--- config.mk ---
export PLATFORM = sky130hd
export DESIGN_NAME = epoch_min_version_tracker
export DESIGN_NICKNAME = d
export VERILOG_FILES = /design/src/hdl/emvt_pkg.sv /design/src/hdl/epoch_min_version_tracker.sv
export VERILOG_INCLUDE_DIRS = /design/src /design/src/hdl
export SDC_FILE = /design/constraint.sdc
export NUM_CORES = 2
export LEC_CHECK = 0
export ABC_CLOCK_PERIOD_IN_PS = 23100
export BUFFER_PORTS_ARGS = -buffer_cell sky130_fd_sc_hd__buf_2
export CAP_MARGIN = 20
export CORE_MARGIN = 2
export CORE_UTILIZATION = 65
export DETAILED_ROUTE_END_ITERATION = 8
export PLACE_DENSITY = 0.83
export SLEW_MARGIN = 20
export SYNTH_ARGS = -nofsm -noshare
export SYNTH_HDL_FRONTEND = slang
export SYNTH_SLANG_ARGS = --single-unit
--- constraint.sdc ---
create_clock -name clk -period 23.1 [get_ports clk]
set_input_delay 2.31 -clock clk [delete_from_list [all_inputs] [get_ports clk]]
set_output_delay 2.31 -clock clk [all_outputs]
set_load 0.01 [all_outputs]
--- src/hdl/assert_macros.svh ---
// Assertion macros used by the RTL of the epoch minimum version tracker.
`ifndef ASSERT_MACROS_SVH
`define ASSERT_MACROS_SVH

`ifndef SYNTH

// The consequent must hold in the same cycle as the antecedent.
`define ASSERT_SAME(label, clk_sig, rst_sig, ante, cons, msg) \
    label: assert property (@(posedge clk_sig) disable iff (!rst_sig) (ante) |-> (cons)) \
        else $error(msg);

// The consequent must hold in the cycle after the antecedent.
`define ASSERT_NEXT(label, clk_sig, rst_sig, ante, cons, msg) \
    label: assert property (@(posedge clk_sig) disable iff (!rst_sig) (ante) |=> (cons)) \
        else $error(msg);

`else

`define ASSERT_SAME(label, clk_sig, rst_sig, ante, cons, msg)
`define ASSERT_NEXT(label, clk_sig, rst_sig, ante, cons, msg)

`endif

`endif

--- src/hdl/emvt_pkg.sv ---
// Package with field widths, status codes and packing constants of the tracker.
package emvt_pkg;

    localparam int EPOCH_W     = 64;
    localparam int VERSION_W   = 62;
    localparam int TOTAL_W     = 16;
    localparam int VALID_W     = 17;
    localparam int STATUS_W    = 2;

    localparam int IN_FIELDS_W = EPOCH_W + 3 + VERSION_W + 1;
    localparam int IN_DATA_W   = ((IN_FIELDS_W + 7) / 8) * 8;
    localparam int OUT_FIELDS_W = STATUS_W + VERSION_W + 1 + TOTAL_W + VALID_W;
    localparam int OUT_DATA_W  = ((OUT_FIELDS_W + 7) / 8) * 8;

    localparam longint unsigned COUNT_MAX_DEFAULT = 64'd65535;

    typedef enum logic [STATUS_W-1:0] {
        ST_OK         = 2'd0,
        ST_INVALID    = 2'd1,
        ST_UNEXPECTED = 2'd2
    } status_t;

    typedef enum logic {
        CMD_REPORT   = 1'b0,
        CMD_GENERATE = 1'b1
    } cmd_t;

endpackage

--- src/hdl/epoch_min_version_tracker.sv ---
// Top level of the epoch minimum version tracker with its two-entry result buffer.
//
// Channel | Direction | tdata                                   | tuser
// s_*     | in        | epoch, flags, version (130 of 136 bits) | cmd
// m_*     | out       | status, published state (98 of 104)     | none
//
// The working and published records are updated at the accepting edge, and the result
// is written into the result buffer at that edge and driven on m_* from its head.
// The sustained rate is one transaction per cycle while m_tready takes each result,
// as the records update at every accepting edge and the two-entry result buffer absorbs output stalls.
// Reset clears both records, the published version to invalid and the buffer.
// When the result buffer holds two results, s_tready drops until m_tready takes one.
`include "assert_macros.svh"

module epoch_min_version_tracker
    import emvt_pkg::*;
#(
    parameter longint unsigned COUNT_MAX = COUNT_MAX_DEFAULT
)
(
    input  logic                  clk,
    input  logic                  rst_n,
    input  logic                  s_tvalid,
    output logic                  s_tready,
    // Fields from bit 0: epoch, tenant_known, skip_part, user_part, version_value,
    // version_valid, zero fill.
    input  logic [IN_DATA_W-1:0]  s_tdata,
    // Fields from bit 0: cmd.
    input  logic                  s_tuser,
    output logic                  m_tvalid,
    input  logic                  m_tready,
    // Fields from bit 0: status, pub_version, pub_version_valid, pub_total_count,
    // pub_valid_count, zero fill.
    output logic [OUT_DATA_W-1:0] m_tdata
);

    localparam int CNT_W = $clog2(COUNT_MAX + 64'd1);
    localparam logic [CNT_W-1:0] CNT_LIMIT = CNT_W'(COUNT_MAX);

    function automatic logic [CNT_W-1:0] sat_inc(input logic [CNT_W-1:0] c);
        return (c >= CNT_LIMIT) ? CNT_LIMIT : c + CNT_W'(1);
    endfunction

    cmd_t                        in_cmd;
    logic signed [EPOCH_W-1:0]   in_epoch;
    logic                        in_tenant;
    logic                        in_skip;
    logic                        in_user;
    logic [VERSION_W-1:0]        in_version;
    logic                        in_version_ok;

    logic signed [EPOCH_W-1:0]   work_epoch_reg, work_epoch_next;
    logic [VERSION_W-1:0]        work_version_reg, work_version_next;
    logic                        work_version_ok_reg, work_version_ok_next;
    logic [CNT_W-1:0]            work_inner_reg, work_inner_next;
    logic [CNT_W-1:0]            work_user_reg, work_user_next;
    logic [CNT_W-1:0]            work_total_reg, work_total_next;
    logic signed [EPOCH_W-1:0]   pub_epoch_reg, pub_epoch_next;
    logic [VERSION_W-1:0]        pub_version_reg, pub_version_next;
    logic                        pub_version_ok_reg, pub_version_ok_next;
    logic [CNT_W-1:0]            pub_inner_reg, pub_inner_next;
    logic [CNT_W-1:0]            pub_user_reg, pub_user_next;
    logic [CNT_W-1:0]            pub_total_reg, pub_total_next;

    status_t                     status;
    logic                        epoch_positive;
    logic [CNT_W:0]              valid_sum;
    logic [OUT_DATA_W-1:0]       result;

    logic [1:0]                  count_reg, count_next;
    logic [OUT_DATA_W-1:0]       head_reg;
    logic [OUT_DATA_W-1:0]       tail_reg;
    logic                        s_accept;
    logic                        m_accept;

    assign in_cmd        = cmd_t'(s_tuser);
    assign in_epoch      = s_tdata[EPOCH_W-1:0];
    assign in_tenant     = s_tdata[EPOCH_W];
    assign in_skip       = s_tdata[EPOCH_W+1];
    assign in_user       = s_tdata[EPOCH_W+2];
    assign in_version    = s_tdata[EPOCH_W+3+VERSION_W-1:EPOCH_W+3];
    assign in_version_ok = s_tdata[EPOCH_W+3+VERSION_W];

    assign epoch_positive = in_epoch > 64'sd0;

    always_comb
    begin
        work_epoch_next      = work_epoch_reg;
        work_version_next    = work_version_reg;
        work_version_ok_next = work_version_ok_reg;
        work_inner_next      = work_inner_reg;
        work_user_next       = work_user_reg;
        work_total_next      = work_total_reg;
        pub_epoch_next       = pub_epoch_reg;
        pub_version_next     = pub_version_reg;
        pub_version_ok_next  = pub_version_ok_reg;
        pub_inner_next       = pub_inner_reg;
        pub_user_next        = pub_user_reg;
        pub_total_next       = pub_total_reg;
        status               = ST_OK;

        unique case (in_cmd)
            CMD_REPORT:
            begin
                if (!epoch_positive || (!in_skip && !in_version_ok))
                begin
                    status = ST_INVALID;
                end
                else
                begin
                    if (in_epoch != work_epoch_reg)
                    begin
                        work_epoch_next      = in_epoch;
                        work_version_next    = '0;
                        work_version_ok_next = 1'b0;
                        work_inner_next      = '0;
                        work_user_next       = '0;
                        work_total_next      = '0;
                    end
                    if (!in_skip)
                    begin
                        if (!work_version_ok_next || work_version_next > in_version)
                        begin
                            work_version_next    = in_version;
                            work_version_ok_next = 1'b1;
                        end
                        if (in_user)
                        begin
                            work_user_next = sat_inc(work_user_next);
                        end
                        else
                        begin
                            work_inner_next = sat_inc(work_inner_next);
                        end
                    end
                    work_total_next = sat_inc(work_total_next);
                end
            end
            CMD_GENERATE:
            begin
                if (!epoch_positive || !in_tenant || !in_version_ok)
                begin
                    status = ST_INVALID;
                end
                else if (work_epoch_reg != 64'sd0 && work_epoch_reg > in_epoch)
                begin
                    status = ST_UNEXPECTED;
                end
                else
                begin
                    if (work_epoch_reg == 64'sd0 || work_epoch_reg < in_epoch)
                    begin
                        work_epoch_next      = in_epoch;
                        work_version_next    = '0;
                        work_version_ok_next = 1'b0;
                        work_inner_next      = '0;
                        work_user_next       = '0;
                        work_total_next      = '0;
                    end
                    if (work_inner_next == '0 && work_user_next == '0)
                    begin
                        work_version_next    = in_version;
                        work_version_ok_next = 1'b1;
                    end
                    else if (!work_version_ok_next)
                    begin
                        status = ST_UNEXPECTED;
                    end
                    if (status == ST_OK)
                    begin
                        if (work_epoch_next == 64'sd0 || pub_epoch_reg >= work_epoch_next
                            || !work_version_ok_next)
                        begin
                            status = ST_INVALID;
                        end
                        else
                        begin
                            pub_epoch_next = work_epoch_next;
                            pub_total_next = work_total_next;
                            pub_inner_next = work_inner_next;
                            pub_user_next  = work_user_next;
                            if (!pub_version_ok_reg || work_version_next > pub_version_reg)
                            begin
                                pub_version_next = work_version_next;
                            end
                            pub_version_ok_next = 1'b1;
                        end
                    end
                end
            end
            default:
            begin
                status = ST_INVALID;
            end
        endcase
    end

    assign valid_sum = {1'b0, pub_inner_next} + {1'b0, pub_user_next};

    assign result = {
        (OUT_DATA_W - OUT_FIELDS_W)'(0),
        VALID_W'(valid_sum),
        TOTAL_W'(pub_total_next),
        pub_version_ok_next,
        pub_version_next,
        status
    };

    assign s_tready = (count_reg != 2'd2);
    assign s_accept = s_tvalid && s_tready;
    assign m_tvalid = (count_reg != 2'd0);
    assign m_accept = m_tvalid && m_tready;
    assign m_tdata  = head_reg;

    always_comb
    begin
        count_next = count_reg + {1'b0, s_accept} - {1'b0, m_accept};
    end

    always_ff @(posedge clk or negedge rst_n)
    begin
        if (!rst_n)
        begin
            work_epoch_reg      <= '0;
            work_version_reg    <= '0;
            work_version_ok_reg <= 1'b0;
            work_inner_reg      <= '0;
            work_user_reg       <= '0;
            work_total_reg      <= '0;
            pub_epoch_reg       <= '0;
            pub_version_reg     <= '0;
            pub_version_ok_reg  <= 1'b0;
            pub_inner_reg       <= '0;
            pub_user_reg        <= '0;
            pub_total_reg       <= '0;
            count_reg           <= 2'd0;
        end
        else
        begin
            if (s_accept)
            begin
                work_epoch_reg      <= work_epoch_next;
                work_version_reg    <= work_version_next;
                work_version_ok_reg <= work_version_ok_next;
                work_inner_reg      <= work_inner_next;
                work_user_reg       <= work_user_next;
                work_total_reg      <= work_total_next;
                pub_epoch_reg       <= pub_epoch_next;
                pub_version_reg     <= pub_version_next;
                pub_version_ok_reg  <= pub_version_ok_next;
                pub_inner_reg       <= pub_inner_next;
                pub_user_reg        <= pub_user_next;
                pub_total_reg       <= pub_total_next;
            end
            count_reg <= count_next;
        end
    end

    always_ff @(posedge clk)
    begin
        if (m_accept)
        begin
            if (count_reg == 2'd2)
            begin
                head_reg <= tail_reg;
            end
            else if (s_accept)
            begin
                head_reg <= result;
            end
        end
        else if (s_accept)
        begin
            if (count_reg == 2'd0)
            begin
                head_reg <= result;
            end
            else
            begin
                tail_reg <= result;
            end
        end
    end

    `ASSERT_SAME(a_count_range, clk, rst_n, 1'b1, count_reg != 2'd3, "Result buffer count out of range.")
    `ASSERT_NEXT(a_pub_monotonic, clk, rst_n, pub_version_ok_reg, pub_version_ok_reg && pub_version_reg >= $past(pub_version_reg), "Published version decreased.")
    `ASSERT_NEXT(a_idle_holds, clk, rst_n, !s_accept, $stable(work_epoch_reg) && $stable(pub_epoch_reg), "Record changed without a transaction.")
    `ASSERT_NEXT(a_bad_epoch_holds, clk, rst_n, s_accept && !epoch_positive, $stable(work_epoch_reg) && $stable(work_total_reg), "Invalid epoch changed the working record.")

endmodule

==> flow_summary.toml <==
[placement]
numPortBuffers = 234
dp.cells = 3999
dpl.hpwl_um = 59340
place_area_mm2 = 0.03491
gp_congestion = 0.9653

[power]
peakVddDrop_mv = 0.07715
p_leak_nw = 16.52
powerDensity_mw_per_mm2 = 113.7

[clocking]
insertion_delay_ns = 0.64
cts_max_level = 2
post-cts-setup-buffers = 0
cts-root-buf = "clkbuf_16"
cts.sinks = 548
hold_buffers = 0
tritoncts = "yes"
clock_path_buffers = 3
cts_resized = 0
path_clk_slew_ns = 0.06
cts_buffers = 60

[worst_setup_path]
rr_endpoint = "m_tdata[96]"
crit_start = "s_tdata[9]"
crit_fanout = 86
worst_path_max_delay_cell = "and3b_4"
start_kind = "primary input"
reg2reg_from = "work_epoch_reg[9]"
reg2reg_slack_ns = 11.95
r2r_cells = 34
critPathMaxStageDelay_ns = 0.94
cp-end-kind = "register"
cp_data_required_time_ns = 23.48
crit_path_end = "m_tdata[96]"
worstPathArrival_ns = 12.97
crit_type = "in2reg"

[routing]
via_count = 27256
drt_iter0_drc = 3061
wl_per_cell_um = 21.75
finalWirelength_um = 89520
drt-vias-per-instance = 6.622
route.detailed.drc = 9
dr.pass1.iters = 9
ant_nets = 0

[final_layout]
area_growth_pct = 10.45
nNetsFinal = 3797
nFillCells = 3549
final_cells = 4116
drive_gt1_share_pct = 19.98
final_area_mm2 = 0.03685

[sta]
skew_ns = 0.02933
hold_viol = 0
rsz0062_at_grt = "false"
tightest_slew_ns = 1.187
period_minus_slack_ns = 12.59
fin_crit_sh_pct = 54.49
fmax_ghz = 0.07944
finalMaxSlewViolations = 0
max-slew-margin-rel_pct = 20.11
fin_setup_tns_ns = 0
finalSetupViolCount = 0

[global_routing]
grt_max_degree = 106
grt-ovfl-total = 0
grt_pass1_wl_um = 142100
antenna_found_initial = 7
grt_use_total_pct = 33.16
grt_pass1_vias = 27338

[run_status]
violations = "DRC"
outcome = "finished, violations left"

[die]
design.die.area_mm2 = 0.05316
rows = 83
core_mm2 = 0.05099
die_y_um = 230.6
die_w_um = 230.6
start_util_pct = 65.43
pin_count = 247

[hold_path]
hold_path.class = "reg2reg"

[synthesis]
synthCells = 3241
syn_area_per_cell_um2 = 10.29
synthFlopType = "dfrtp_1"
ys_async_sr_fraction_pct = 64.23
synthDistinctLibCells = 82
synth_edf_count = 196
ys_warn_count = 0
yosysSeqAreaShare_pct = 44.04
synth-seq-cells = 548
syn-cell-area_mm2 = 0.03336

[flow_run]
cap_violations = 0
-- Yosys cell counts (all sizes together), types with 62 or more instances --
master	number	share of area, %
nand2	295	3.3
o311ai	62	1.6
nand4b	62	1.6
nor2	103	1.2
inv	216	2.4
edfxtp	196	18
dfrtp	352	26
buf	72	1.2
nand4	64	1.2
o21ai	366	5.5
a21oi	137	2.1
mux2	302	10
ha	274	10
mux2i	66	2.0
clkbuf	119	1.3
and2	89	1.7
-- power by group --
part	internal [W]	total (W)	switching (W)	leakage (nW)
Clock	0.000547	0.000947	0.000400	0.930
Sequential	0.00137	0.00161	0.000239	6.48
Combinational	0.000672	0.00164	0.000964	9.11
Total	0.00259	0.00419	0.00160	16.5
-- how the worst min path moves through the flow --
stage / endpoint / cells past startpoint / from / slack (ns)
floorplan: pub_version_ok_reg / 2 / pub_version_ok_reg / 0.46
global placement: pub_total_reg[12] / 1 / pub_total_reg[12] / 0.48
detailed placement: pub_total_reg[15] / 1 / pub_total_reg[15] / 0.49
CTS: pub_total_reg[9] / 1 / pub_total_reg[9] / 0.50
global route: pub_total_reg[15] / 1 / pub_total_reg[15] / 0.52
finish: pub_total_reg[5] / 1 / pub_total_reg[5] / 0.50
-- metal layers --
layer | track usage [%] | routed length [um] | vias to the layer above
met5 | 0 | 36 | -
met4 | 15.71 | 3782 | 6
met3 | 4.965 | 7107 | 258
met2 | 56.10 | 43830 | 1359
met1 | 42.01 | 34760 | 13340
li1 | - | - | 12293
-- critical path: cells and delay by family --
kind                     cells  cell delay [ns]
XOR/XNOR                     1             0.12
AND/OR/NAND/NOR              7             2.37
buffers and inverters        6             2.39
AO/OA/AOI/OAI               16             3.85
multiplexers                 3             0.89
adder cells (fa/ha/maj)      3             0.94
-- stage by stage --
stage	worst slack [ns]	hold slack [ns]	utilization, %	power, W
global placement	10.23	0.4826	68.47	0.003101
detailed placement	10.06	0.4920	68.47	0.003207
finish	10.51	0.5031	72.27	0.004189
CTS	10.66	0.5047	72.24	0.004161
global route	9.869	0.5213	72.25	0.004431
floorplan	13.25	0.4616	-	0.002686
-- kinds of logic (layout without fill, tap and decap cells) --
group / count (synthesis) / count (layout) / synth area share (%)
xor gates and xnor gates: 33 / 33 / 0.8663
buffers and inverters: 407 / 590 / 4.939
and+or+nand+nor: 816 / 816 / 12.72
AOI/OAI and AO/OA: 793 / 793 / 14.91
muxes: 368 / 368 / 12.17
adders and majority gates: 275 / 275 / 10.34
DFF: 548 / 548 / 44.04
other: 1 / 13 / 0.01124
-- layout by cell type, fill, tap and decap left out, types with 14 or more instances in the layout --
| cell | n |
|---|---|
| and2_1 | 88 |
| inv_1 | 216 |
| a22o_1 | 36 |
| a222oi_1 | 30 |
| mux2i_1 | 66 |
| nor4_1 | 50 |
| nor3_1 | 23 |
| buf_4 | 30 |
| and3_1 | 14 |
| o311ai_0 | 62 |
| nand3_1 | 50 |
| mux2_2 | 297 |
| o211ai_1 | 16 |
| nor2_1 | 99 |
| edfxtp_1 | 196 |
| nand4b_1 | 62 |
| nand2_1 | 292 |
| a31oi_1 | 16 |
| a21o_1 | 29 |
| ha_1 | 274 |
| a21oi_1 | 136 |
| o21ai_0 | 358 |
| clkbuf_1 | 21 |
| dfrtp_1 | 352 |
| buf_2 | 233 |
| a211oi_1 | 16 |
| xnor2_1 | 26 |
| clkbuf_16 | 61 |
| nand4_1 | 64 |
-- cell type report --
cell class / instances / area, um^2 / share of cell area (%)
clock inverter: 19 / 192.7 / 0.5229
multi-input combinational: 2291 / 17150 / 46.54
sequential: 548 / 14690 / 39.88
tap: 680 / 850.8 / 2.309
clock buffer: 91 / 1729 / 4.692
timing repair buffer: 264 / 1406 / 3.816
inverter: 216 / 810.8 / 2.200
antenna: 7 / 17.52 / 0.04754
(Power assumes the default switching activity.)
